<file path="src/hdl/rectangle_fingerprint_hash_defines.svh">
// Assertion macros shared by the rectangle fingerprint hash RTL.
`ifndef RECTANGLE_FINGERPRINT_HASH_DEFINES_SVH
`define RECTANGLE_FINGERPRINT_HASH_DEFINES_SVH

// The consequent must hold in the same cycle as the antecedent.
`define RFH_ASSERT_NOW(label, clk, rst, ante, cons) \
  label: assert property (@(posedge clk) disable iff (rst) (ante) |-> (cons)) \
    else $error("rectangle_fingerprint_hash: assertion failed");

// The consequent must hold in the cycle after the antecedent.
`define RFH_ASSERT_NEXT(label, clk, rst, ante, cons) \
  label: assert property (@(posedge clk) disable iff (rst) (ante) |=> (cons)) \
    else $error("rectangle_fingerprint_hash: assertion failed");

`endif

</file>
<file path="src/hdl/rfh_pkg.sv">
// Package with types and constants of the rectangle fingerprint hash.
`timescale 1ns / 1ps
`default_nettype none
package rfh_pkg;

  localparam int FW_W        = 14;
  localparam int FH_W        = 14;
  localparam int RS_W        = 18;
  localparam int CFG_DATA_W  = 18;
  localparam int CFG_INDEX_W = 2;

  localparam logic [CFG_INDEX_W-1:0] CFG_FRAME_WIDTH  = 2'd0;
  localparam logic [CFG_INDEX_W-1:0] CFG_FRAME_HEIGHT = 2'd1;
  localparam logic [CFG_INDEX_W-1:0] CFG_ROW_STRIDE   = 2'd2;

  localparam int RFH_BYTES_PER_PIXEL = 4;
  localparam int RFH_QUEUE_DEPTH     = 2;

  localparam logic [63:0] FNV_BASIS = 64'hcbf29ce484222325;
  localparam logic [63:0] MIX_MUL_A = 64'hff51afd7ed558ccd;
  localparam logic [63:0] MIX_MUL_B = 64'hc4ceb9fe1a85ec53;
  localparam int          MIX_SHIFT = 33;

  typedef struct packed {
    logic [7:0]         byte_value;
    logic signed [15:0] rect_x;
    logic signed [15:0] rect_y;
    logic [15:0]        rect_width;
    logic [15:0]        rect_height;
    logic               last_byte;
  } rfh_in_t;

  typedef struct packed {
    logic [63:0] fingerprint;
    logic        fingerprint_ok;
  } rfh_out_t;

  // One finished rectangle handed from the front to the mixer.
  typedef struct packed {
    logic [63:0] mix_in;
    logic        ok;
  } rfh_job_t;

  typedef struct packed {
    logic full;
    logic empty;
  } rfh_q_status_t;

endpackage
`default_nettype wire

</file>
<file path="src/hdl/rfh_front.sv">
// Front end: configuration registers, FNV-1a byte folding and bounds check.
`timescale 1ns / 1ps
`default_nettype none
module rfh_front
  import rfh_pkg::*;
#(
  parameter int BYTES_PER_PIXEL = RFH_BYTES_PER_PIXEL
) (
  input  wire logic                   clk,
  input  wire logic                   rst,
  input  wire logic                   cfg_we,
  input  wire logic [CFG_INDEX_W-1:0] cfg_index,
  input  wire logic [CFG_DATA_W-1:0]  cfg_data,
  input  wire logic                   push,
  input  wire rfh_in_t                item,
  input  wire rfh_q_status_t          q_status,
  output logic                        full,
  output logic                        q_push,
  output rfh_job_t                    q_job
);

  localparam int BPP_W  = $clog2(BYTES_PER_PIXEL + 1);
  localparam int SPAN_W = FW_W + BPP_W;
  localparam int CMP_W  = (SPAN_W > RS_W) ? SPAN_W : RS_W;

  logic [FW_W-1:0]   frame_width;
  logic [FH_W-1:0]   frame_height;
  logic [RS_W-1:0]   row_stride;
  logic [63:0]       running_hash;
  logic [63:0]       folded;
  logic [63:0]       xb;
  logic              accept;
  logic              has_area;
  logic              valid;
  logic [14:0]       x_pos;
  logic [14:0]       y_pos;
  logic [16:0]       x_end;
  logic [16:0]       y_end;
  logic [SPAN_W-1:0] row_bytes;

  always_ff @(posedge clk) begin
    if (rst) begin
      frame_width  <= '0;
      frame_height <= '0;
      row_stride   <= '0;
    end else if (cfg_we) begin
      unique case (cfg_index)
        CFG_FRAME_WIDTH:  frame_width  <= cfg_data[FW_W-1:0];
        CFG_FRAME_HEIGHT: frame_height <= cfg_data[FH_W-1:0];
        CFG_ROW_STRIDE:   row_stride   <= cfg_data[RS_W-1:0];
        default: ;
      endcase
    end
  end

  assign full     = q_status.full;
  assign accept   = push && !q_status.full;
  assign has_area = (item.rect_width != 16'd0) && (item.rect_height != 16'd0);

  // The FNV prime is 2^40 + 0x1b3, so the multiply is a handful of shifted adds.
  assign xb = running_hash ^ {56'd0, item.byte_value};
  always_comb begin
    if (has_area) begin
      folded = (xb << 40) + (xb << 8) + (xb << 7) + (xb << 5) + (xb << 4) + (xb << 1) + xb;
    end else begin
      folded = running_hash;
    end
  end

  assign x_pos     = item.rect_x[14:0];
  assign y_pos     = item.rect_y[14:0];
  assign x_end     = {2'b00, x_pos} + {1'b0, item.rect_width};
  assign y_end     = {2'b00, y_pos} + {1'b0, item.rect_height};
  assign row_bytes = SPAN_W'(frame_width) * SPAN_W'(BYTES_PER_PIXEL);

  // With the origin inside the frame, origin plus extent bounded by the frame
  // size is the same test as extent bounded by the space left.
  assign valid = (frame_width != '0) && (frame_height != '0)
              && !item.rect_x[15] && !item.rect_y[15] && has_area
              && (x_pos <= {1'b0, frame_width}) && (y_pos <= {1'b0, frame_height})
              && (x_end <= {3'b000, frame_width}) && (y_end <= {3'b000, frame_height})
              && (CMP_W'(row_bytes) <= CMP_W'(row_stride));

  assign q_push       = accept && item.last_byte;
  assign q_job.mix_in = folded ^ {16'd0, item.rect_width, 16'd0, item.rect_height};
  assign q_job.ok     = valid;

  always_ff @(posedge clk) begin
    if (rst) begin
      running_hash <= FNV_BASIS;
    end else if (accept) begin
      running_hash <= item.last_byte ? FNV_BASIS : folded;
    end
  end

endmodule
`default_nettype wire

</file>
<file path="src/hdl/rfh_queue.sv">
// Short queue of finished rectangles between the front end and the mixer.
`timescale 1ns / 1ps
`default_nettype none
module rfh_queue
  import rfh_pkg::*;
#(
  parameter int DEPTH = RFH_QUEUE_DEPTH
) (
  input  wire logic      clk,
  input  wire logic      rst,
  input  wire logic      push,
  input  wire rfh_job_t  push_job,
  input  wire logic      pop,
  output rfh_job_t       head_job,
  output rfh_q_status_t  status
);

  localparam int PTR_W = (DEPTH > 1) ? $clog2(DEPTH) : 1;
  localparam int CNT_W = $clog2(DEPTH + 1);

  rfh_job_t         entries [DEPTH];
  logic [PTR_W-1:0] wr_ptr;
  logic [PTR_W-1:0] rd_ptr;
  logic [CNT_W-1:0] count;
  logic             do_push;
  logic             do_pop;

  assign status.full  = (count == CNT_W'(DEPTH));
  assign status.empty = (count == '0);
  assign do_push      = push && !status.full;
  assign do_pop       = pop && !status.empty;
  assign head_job     = entries[rd_ptr];

  always_ff @(posedge clk) begin
    if (do_push) begin
      entries[wr_ptr] <= push_job;
    end
  end

  always_ff @(posedge clk) begin
    if (rst) begin
      wr_ptr <= '0;
      rd_ptr <= '0;
      count  <= '0;
    end else begin
      if (do_push) begin
        wr_ptr <= (wr_ptr == PTR_W'(DEPTH - 1)) ? '0 : wr_ptr + 1'b1;
      end
      if (do_pop) begin
        rd_ptr <= (rd_ptr == PTR_W'(DEPTH - 1)) ? '0 : rd_ptr + 1'b1;
      end
      if (do_push && !do_pop) begin
        count <= count + 1'b1;
      end else if (do_pop && !do_push) begin
        count <= count - 1'b1;
      end
    end
  end

endmodule
`default_nettype wire

</file>
<file path="src/hdl/rfh_back.sv">
// Back end: fmix64 finalizer on a shared 32x32 multiplier and the result register.
`timescale 1ns / 1ps
`default_nettype none
module rfh_back
  import rfh_pkg::*;
(
  input  wire logic          clk,
  input  wire logic          rst,
  input  wire rfh_q_status_t q_status,
  input  wire rfh_job_t      head_job,
  output logic               q_pop,
  input  wire logic          pop,
  output logic               empty,
  output rfh_out_t           result
);

  localparam logic [2:0] S_IDLE = 3'd0;
  localparam logic [2:0] S_LL   = 3'd1;
  localparam logic [2:0] S_HL   = 3'd2;
  localparam logic [2:0] S_LH   = 3'd3;
  localparam logic [2:0] S_DONE = 3'd4;

  logic [2:0]  state;
  logic        phase;
  logic [63:0] value;
  logic        ok;
  logic [63:0] acc;
  logic [63:0] mul_const;
  logic [31:0] op_a;
  logic [31:0] op_b;
  logic [63:0] prod;
  logic [63:0] prod_hi;
  logic [63:0] mix_sum;
  logic        out_full;
  logic        out_free;

  // Low 64 bits of a 64x64 product: low*low plus both cross terms shifted up.
  assign mul_const = phase ? MIX_MUL_B : MIX_MUL_A;
  always_comb begin
    unique case (state)
      S_HL: begin
        op_a = value[63:32];
        op_b = mul_const[31:0];
      end
      S_LH: begin
        op_a = value[31:0];
        op_b = mul_const[63:32];
      end
      default: begin
        op_a = value[31:0];
        op_b = mul_const[31:0];
      end
    endcase
  end

  assign prod    = {32'd0, op_a} * {32'd0, op_b};
  assign prod_hi = {prod[31:0], 32'd0};
  assign mix_sum = acc + prod_hi;

  assign empty    = !out_full;
  assign out_free = !out_full || pop;
  assign q_pop    = (state == S_IDLE) && !q_status.empty;

  always_ff @(posedge clk) begin
    if (rst) begin
      state <= S_IDLE;
      phase <= 1'b0;
    end else begin
      unique case (state)
        S_IDLE: begin
          if (!q_status.empty) begin
            state <= S_LL;
            phase <= 1'b0;
          end
        end
        S_LL: state <= S_HL;
        S_HL: state <= S_LH;
        S_LH: begin
          if (phase) begin
            state <= S_DONE;
          end else begin
            phase <= 1'b1;
            state <= S_LL;
          end
        end
        S_DONE: begin
          if (out_free) begin
            state <= S_IDLE;
          end
        end
        default: state <= S_IDLE;
      endcase
    end
  end

  always_ff @(posedge clk) begin
    unique case (state)
      S_IDLE: begin
        value <= head_job.mix_in ^ (head_job.mix_in >> MIX_SHIFT);
        ok    <= head_job.ok;
      end
      S_LL: acc <= prod;
      S_HL: acc <= mix_sum;
      S_LH: value <= mix_sum ^ (mix_sum >> MIX_SHIFT);
      default: ;
    endcase
  end

  always_ff @(posedge clk) begin
    if (rst) begin
      out_full <= 1'b0;
    end else if ((state == S_DONE) && out_free) begin
      out_full <= 1'b1;
    end else if (pop) begin
      out_full <= 1'b0;
    end
  end

  always_ff @(posedge clk) begin
    if ((state == S_DONE) && out_free) begin
      result.fingerprint    <= ok ? value : 64'd0;
      result.fingerprint_ok <= ok;
    end
  end

endmodule
`default_nettype wire

</file>
<file path="src/hdl/rectangle_fingerprint_hash.sv">
// Top level of the rectangle fingerprint hash: front end, job queue and mixer.
//
// Pixel bytes are taken one per clock cycle and folded into an FNV-1a hash by
// shift-and-add logic in the front end. The byte marked last also runs the
// bounds check and drops the finished rectangle into a queue of QUEUE_DEPTH
// entries; full rises only while that queue is full, and then every input
// transaction waits, not only last bytes. The mixer takes one rectangle at a
// time: it loads the job, runs each of the two fmix64 multiplies as low-low,
// high-low and low-high partial products on its single 32x32 multiplier, and
// writes the result register, which holds the fingerprint until it is popped.
// While that register still holds an unpopped fingerprint, the mixer waits in
// its done state. The queue fills, and the input stalls, only when rectangles
// keep ending faster than the mixer finishes them or results are not popped.
// Configuration writes are registered before the bounds check uses them.
`timescale 1ns / 1ps
`default_nettype none
`include "rectangle_fingerprint_hash_defines.svh"
module rectangle_fingerprint_hash
  import rfh_pkg::*;
#(
  parameter int BYTES_PER_PIXEL = RFH_BYTES_PER_PIXEL,
  parameter int QUEUE_DEPTH     = RFH_QUEUE_DEPTH
) (
  input  wire logic                   clk,
  input  wire logic                   rst,
  input  wire logic                   cfg_we,
  input  wire logic [CFG_INDEX_W-1:0] cfg_index,
  input  wire logic [CFG_DATA_W-1:0]  cfg_data,
  input  wire logic                   push,
  output logic                        full,
  input  wire rfh_in_t                item,
  output logic                        empty,
  input  wire logic                   pop,
  output rfh_out_t                    result
);

  rfh_q_status_t q_status;
  rfh_job_t      push_job;
  rfh_job_t      head_job;
  logic          q_push;
  logic          q_pop;

  rfh_front #(
    .BYTES_PER_PIXEL(BYTES_PER_PIXEL)
  ) u_front (
    .clk      (clk),
    .rst      (rst),
    .cfg_we   (cfg_we),
    .cfg_index(cfg_index),
    .cfg_data (cfg_data),
    .push     (push),
    .item     (item),
    .q_status (q_status),
    .full     (full),
    .q_push   (q_push),
    .q_job    (push_job)
  );

  rfh_queue #(
    .DEPTH(QUEUE_DEPTH)
  ) u_queue (
    .clk     (clk),
    .rst     (rst),
    .push    (q_push),
    .push_job(push_job),
    .pop     (q_pop),
    .head_job(head_job),
    .status  (q_status)
  );

  rfh_back u_back (
    .clk     (clk),
    .rst     (rst),
    .q_status(q_status),
    .head_job(head_job),
    .q_pop   (q_pop),
    .pop     (pop),
    .empty   (empty),
    .result  (result)
  );

  // A rectangle that ends on an accepted transaction is waiting in the queue next cycle.
  `RFH_ASSERT_NEXT(a_last_enqueued, clk, rst, push && !full && item.last_byte, !q_status.empty)
  // The mixer only takes a job that is really there.
  `RFH_ASSERT_NOW(a_pop_nonempty, clk, rst, q_pop, !q_status.empty)
  // A rejected rectangle always reports a zero fingerprint.
  `RFH_ASSERT_NOW(a_bad_is_zero, clk, rst, !empty && !result.fingerprint_ok, result.fingerprint == 64'd0)

endmodule
`default_nettype wire
</file>
<file path="config.mk">
export PLATFORM = sky130hd
export DESIGN_NAME = rectangle_fingerprint_hash
export DESIGN_NICKNAME = d
export VERILOG_FILES = /design/src/hdl/rfh_pkg.sv /design/src/hdl/rfh_front.sv /design/src/hdl/rfh_queue.sv /design/src/hdl/rfh_back.sv /design/src/hdl/rectangle_fingerprint_hash.sv
export VERILOG_INCLUDE_DIRS = /design/src /design/src/hdl
export SDC_FILE = /design/constraint.sdc
export NUM_CORES = 2
export LEC_CHECK = 0
export ABC_AREA = 1
export BUFFER_PORTS_ARGS = -buffer_cell sky130_fd_sc_hd__buf_2
export CAP_MARGIN = 20
export CORE_ASPECT_RATIO = 2
export CORE_UTILIZATION = 30
export CTS_CLUSTER_SIZE = 20
export DETAILED_ROUTE_END_ITERATION = 12
export GPL_TIMING_DRIVEN = 1
export SLEW_MARGIN = 5
export SYNTH_ARGS = -nofsm -noshare
export SYNTH_HDL_FRONTEND = slang
export SYNTH_SLANG_ARGS = --single-unit
</file>
<file path="constraint.sdc">
create_clock -name clk -period 11.7 [get_ports clk]
set_input_delay 1.17 -clock clk [delete_from_list [all_inputs] [get_ports clk]]
set_output_delay 1.17 -clock clk [all_outputs]
set_load 0.02 [all_outputs]
</file>
# Word-level counts from Yosys, hierarchy flattened
# Memory sizes are Yosys's and may differ from the RTL's. A register that Yosys moved wholly into a read port is not among the register bits.
# Cells that the tools add are included.
# totals
ff_bits	313
mem_bits_rw	130
output_inout_bits	67
n_memories	1
# classes
n_addsub	13
mul	1
magnitude_cmp	5
eq_ne	9
n_mux	23
bitwise	4
n_reduce_logical	42
# memory_table
memory	words	word_bits	rd	rd_ports_with_merged_regs	write_ports	line	source
u_queue.entries	2	65	1	1	1	rfh_queue.sv:21	rfh_job_t entries [DEPTH];
# op_table
operator	count
$add 64x64->64	7
$pmux 64 s2	2
$mux 64	2
$xor 64x31->64	2
$mul 32x32->64	1
$mux 32	2
$xor 64x48->64	1
$xor 64x8->64	1
$mux 62	1
$add 15x16->17	2
$le 17x14->1	2
$reduce_bool 16->1	2
$le 15x14->1	2
$reduce_bool 14->1	2
$le 16x18->1	1
$logic_and 1x1->1	18
$pmux 3 s5	1
$reduce_and 2->1	5
$mux 1	9
$mux 3	3
$reduce_bool 2->1	4
$logic_not 1->1	7
$eq 3x2->1 const B	2
$eq 2x2->1 const B	2
other kinds (13)	16

# Logic depth before layout (Yosys ltp)
# depth
ltp_word	10
ltp_mapped	47
mapped_depth_nobuf	44

# Cells and area by module
# From an unflattened synthesis, not the netlist that was laid out.
# unflattened
cells_unflattened	7645
area_unflattened_um2	66443.7
# by_module_without_submodules
module	n_inst	cells_per_inst	area_per_inst_um2	seq_area_each_um2
rfh_back	1	4534	40976.8	5925.7
rfh_front	1	2872	20324.5	2202.1
rfh_queue	1	239	5142.4	4003.8

# Least setup slack after synthesis
# Ideal clock, no wire load.
# synth_path
path_kind	reg2reg
start	register u_back.state[2]
end	register u_back.value[28] (data pin)
setup_time_ps	268
t_arrival_ps	9040
t_required_ps	11432
path_slack_ps	2391
path_stages_with_launch	42
path_buffers	4
cell_sequence	dfxtp_1 -> inv_1 -> nand2_1 -> nor2_2 -> inv_2 -> clkbuf_1 -> clkbuf_1 -> ha_1 -> clkbuf_1 -> clkbuf_1 -> nor2_1 -> fa_1 -> inv_1 -> fa_1 -> inv_1 -> fa_1 -> inv_1 -> fa_1 -> [6 not listed] -> fa_1 -> ha_1 -> nand2_1 -> nor2_1 -> inv_1 -> nor3_1 -> a21oi_2 -> o21ai_1 -> xor2_1 -> ha_1 -> nand2_1 -> inv_1 -> a21boi_0 -> nor2_1 -> nor4_1 -> nand3_1 -> a21oi_1 -> o22ai_1
# synth_via
elab_chain_len	6
word_cells_on_any_way	9
classes_between	1 x add/sub; 1 x mul; 2 x eq/ne; 3 x mux; 1 x bitwise; 1 x reduce/logical
# synth_rtl
element	line	source
start, declared	rfh_back.sv:23	logic [2:0] state;
start signal, assigned	rfh_back.sv:66	state <= S_IDLE;
start signal, assigned	rfh_back.sv:72	state <= S_LL;
start signal, assigned	rfh_back.sv:76	S_LL: state <= S_HL;
$eq 3x2->1, on equally long branches	rfh_back.sv:40, rfh_back.sv:97	
$mux 32	rfh_back.sv:40	unique case (state)
$mul 32x32->64	rfh_back.sv:56	assign prod = {32'd0, op_a} * {32'd0, op_b};
$add 64x64->64	rfh_back.sv:58	assign mix_sum = acc + prod_hi;
$xor 64x31->64	rfh_back.sv:104	S_LH: value <= mix_sum ^ (mix_sum >> MIX_SHIFT);
$pmux 64 s2 *	rfh_back.sv:97	unique case (state)
end signal, assigned	rfh_back.sv:99	value <= head_job.mix_in ^ (head_job.mix_in >> MIX_SHIFT);
end signal, assigned	rfh_back.sv:104	
end, declared	rfh_back.sv:25	logic [63:0] value;
# Every way passes the cells marked *; elsewhere a longest branch is shown, timed or not.
# A chain may end at the register's enable or synchronous reset.

# Worst setup path after layout
# layout_path
start	register u_back.state[1]
end	register u_back.value[62] (data pin)
# The elaborated chain is that of the path after synthesis.

==> results.toml <==
[run_status]
outcome = "complete, no violations"

[routing]
wl_per_cell_um = 27.9
vias_per_cell = 5.00
wl_mm = 290
drt_iter0_markers = 3634
ant_nets = 0
vias = 51978
drc = 0
first_pass_iters = 5

[floorplanning]
dieArea_sq_um = 218000
die_h_um = 660
die_w_um = 331
boundaryPins = 165
core_region_area_sq_um = 215000
num_rows = 241
start_util_pct = 30.2

[worst_setup_path]
cp.required_ns = 12.04
critPathMaxFanout = 37
crit_slowest_cell = "o21ai_0"
cpMostUsedCell = "fa_1"
cp-start-kind = "flop"
cp_data_arrival_time_ns = 11.82
cpPeakStageDelay_ns = 0.65
critPathKind = "reg2reg"
end_kind = "flop"

[layout]
fin_cells = 10388
fill_cells = 22737
regArea_sq_um = 12100
final_area_sq_um = 71400
finalNetCount = 9293
syn_to_final_growth_pct = 9.97
multi_input_area_sq_um = 45300
drive_gt1_share_pct = 8.06

[synthesis]
yosys_register_bits = 444
syn-cell-area_sq_um = 64900
synth_nets = 9092
netlist.area_leader.share_pct = 34.4
yosysMostFrequentCell = "inv_1"
synth_area_leaders = "fa_1 34%, edfxtp_1 15%, inv_1 11%"
ys.flop_type = "edfxtp_1"
post-synth-top-area-cell = "fa_1"
yosysSeqAreaShare_pct = 18.7
yosys_warnings = 0
synth_area_per_cell_sq_um = 8.84
ys_top_cells_by_count = "1832 x inv_1, 1115 x fa_1, 982 x nand2_1"
async_reset_ff_share_pct = 0
synth_cell_types = 70
netlist_instances = 7343
synth_edf_count = 324

[global_route]
overflow = 0
grt_pass1_vias = 57459
antenna_found_initial = 12
track_usage_pct = 26.7
grt_max_degree = 85
grt_pass1_wl_mm = 404

[placement]
dp_hpwl_mm = 250
place_inst = 10283
gp_congestion = 1.06
dpl_cell_area_sq_um = 69700
io_buffers = 164

[sta]
final-setup-viol-count = 0
rsz0062_at_grt = "no"
slew_headroom_pct = 12.5
finalCritPeriodShare_pct = 98.1
min_period_ns = 11.48
tightest_slew_ns = 1.30
fmax_ghz = 0.0871
hold_slack_ns = 0.450
skew_ns = 0.0741
hold_viol = 0
slew_viol_final = 0

[cts]
clock-sinks = 444
cts_root_buf = "clkbuf_16"
clock_path_buffers = 3
clk_latency_ns = 0.72
clk_pin_slew_worst_paths_ns = 0.07
numCtsBuffers = 48
cts_tree = "yes"
htreeDepth = 2

[min_path]
hold_path_class = "reg2reg"

[flow_run]
drv_cap = 0
## logic make-up (layout without fill, tap and decap cells)
| group | count (synthesis) | after routing | share of synthesized area (%) |
|---|---|---|---|
| xor+xnor | 178 | 178 | 2.41 |
| fa+ha+maj | 1651 | 1651 | 44.7 |
| mux | 66 | 66 | 1.05 |
| simple gates | 2089 | 2089 | 13.6 |
| buf+inv | 2010 | 2251 | 11.7 |
| flops | 444 | 444 | 18.7 |
| other cells | 1 | 11 | 0.00577 |
| compound gates | 904 | 904 | 7.86 |
## final timing paths
check	startpoint	to	slack, ns	cells past startpoint
setup reg to reg	u_back.state[1]$_SDFFE_PP0P_	u_back.value[62]$_DFFE_PP_	0.22	35
setup / recovery	u_back.state[1]$_SDFFE_PP0P_	u_back.value[62]$_DFFE_PP_	0.22	35
hold / removal	u_front.row_stride[17]$_SDFFE_PP0P_	u_front.row_stride[17]$_SDFFE_PP0P_	0.45	2
hold reg to reg	u_front.row_stride[17]$_SDFFE_PP0P_	u_front.row_stride[17]$_SDFFE_PP0P_	0.45	2
## critical path, delay by kind of cell, from the launching register on
family          cells  cell delay [ns]
compound gates      5             1.57
simple gates       10             2.04
xor+xnor            1             0.50
buf+inv             9             1.70
flops               1             0.37
fa+ha+maj          10             4.85
## metrics by stage
step	setup slack (ns)	utilization (%)	TNS, ns
CTS	0.0262	33.1	0
global placement	-0.199	32.4	-0.199
global route	0.178	33.2	0
finish	0.224	33.2	0
floorplan	2.39	-	0
detailed placement	-0.137	32.4	-0.137
## repair_timing
action                                  CTS  global route
hold endpoints to repair                  0             0
resized for setup                         2             6
pin swaps                                 0             1
hold buffers                              0             0
buffers inserted                          0             1
endpoints found under the setup margin    1             5
## area by class of cell
type / count / share of cell area [%]
diodes: 10 / 0.0350
clock buffers: 61 / 1.83
clock inverters: 29 / 0.415
inverters: 1867 / 9.82
multi-input cells: 4889 / 63.4
flip-flops and latches: 444 / 17.0
well taps: 2794 / 4.89
repair buffers: 294 / 2.57
## routing by layer
| metal | share of wire [%] | vias to the layer above | track usage, % | routed length, um |
|---|---|---|---|---|
| met1 | 28 | 25851 | 22.3 | 81400 |
| met5 | 0.011 | - | 0 | 32 |
| li1 | - | 22930 | - | - |
| met4 | 14 | 6 | 29.8 | 40000 |
| met3 | 3.9 | 1055 | 3.13 | 11400 |
| met2 | 54 | 2136 | 50.4 | 157000 |
## cell usage in the layout (no fill, tap or decap), types with 9 or more instances in the layout
cell type	Yosys	routed
o22ai_1	10	10
edfxtp_1	324	324
mux2i_1	51	51
o21ai_1	47	56
nand3_2	13	13
xnor2_1	68	68
nand3b_1	10	10
clkbuf_16	0	48
o21ai_0	293	283
or2_2	51	51
a21oi_2	9	10
or2_1	13	13
diode_2	0	10
nor4_1	10	9
mux2_2	15	15
nand4_1	48	48
nand3_1	216	216
o21a_1	16	16
nor2_2	14	20
fa_1	1115	1115
inv_2	32	32
a21o_1	32	32
inv_1	1832	1831
o21ai_2	28	27
nand2_1	982	980
nor3_1	39	38
a31oi_1	21	21
buf_4	1	125
buf_2	38	164
dfxtp_1	120	119
o211ai_1	13	13
o21bai_1	20	20
nand2_2	27	28
a21oi_1	376	375
ha_1	536	535
nor2_1	637	627
xor2_1	109	109
## flip-flops by register name (all words and copies together), names as in the netlist, named ones only
name,cells
u_back.acc,64
u_back.ok,1
u_back.out_full,1
u_back.phase,1
u_back.result,65
u_back.state,3
u_back.value,64
u_front.frame_height,14
u_front.frame_width,14
u_front.row_stride,18
u_front.running_hash,64
u_queue.count,2
u_queue.entries,130
u_queue.rd_ptr,1
u_queue.wr_ptr,1
Power is not shown: default switching activity piles up to over one toggle a cycle in this logic, so the estimate is an artifact.
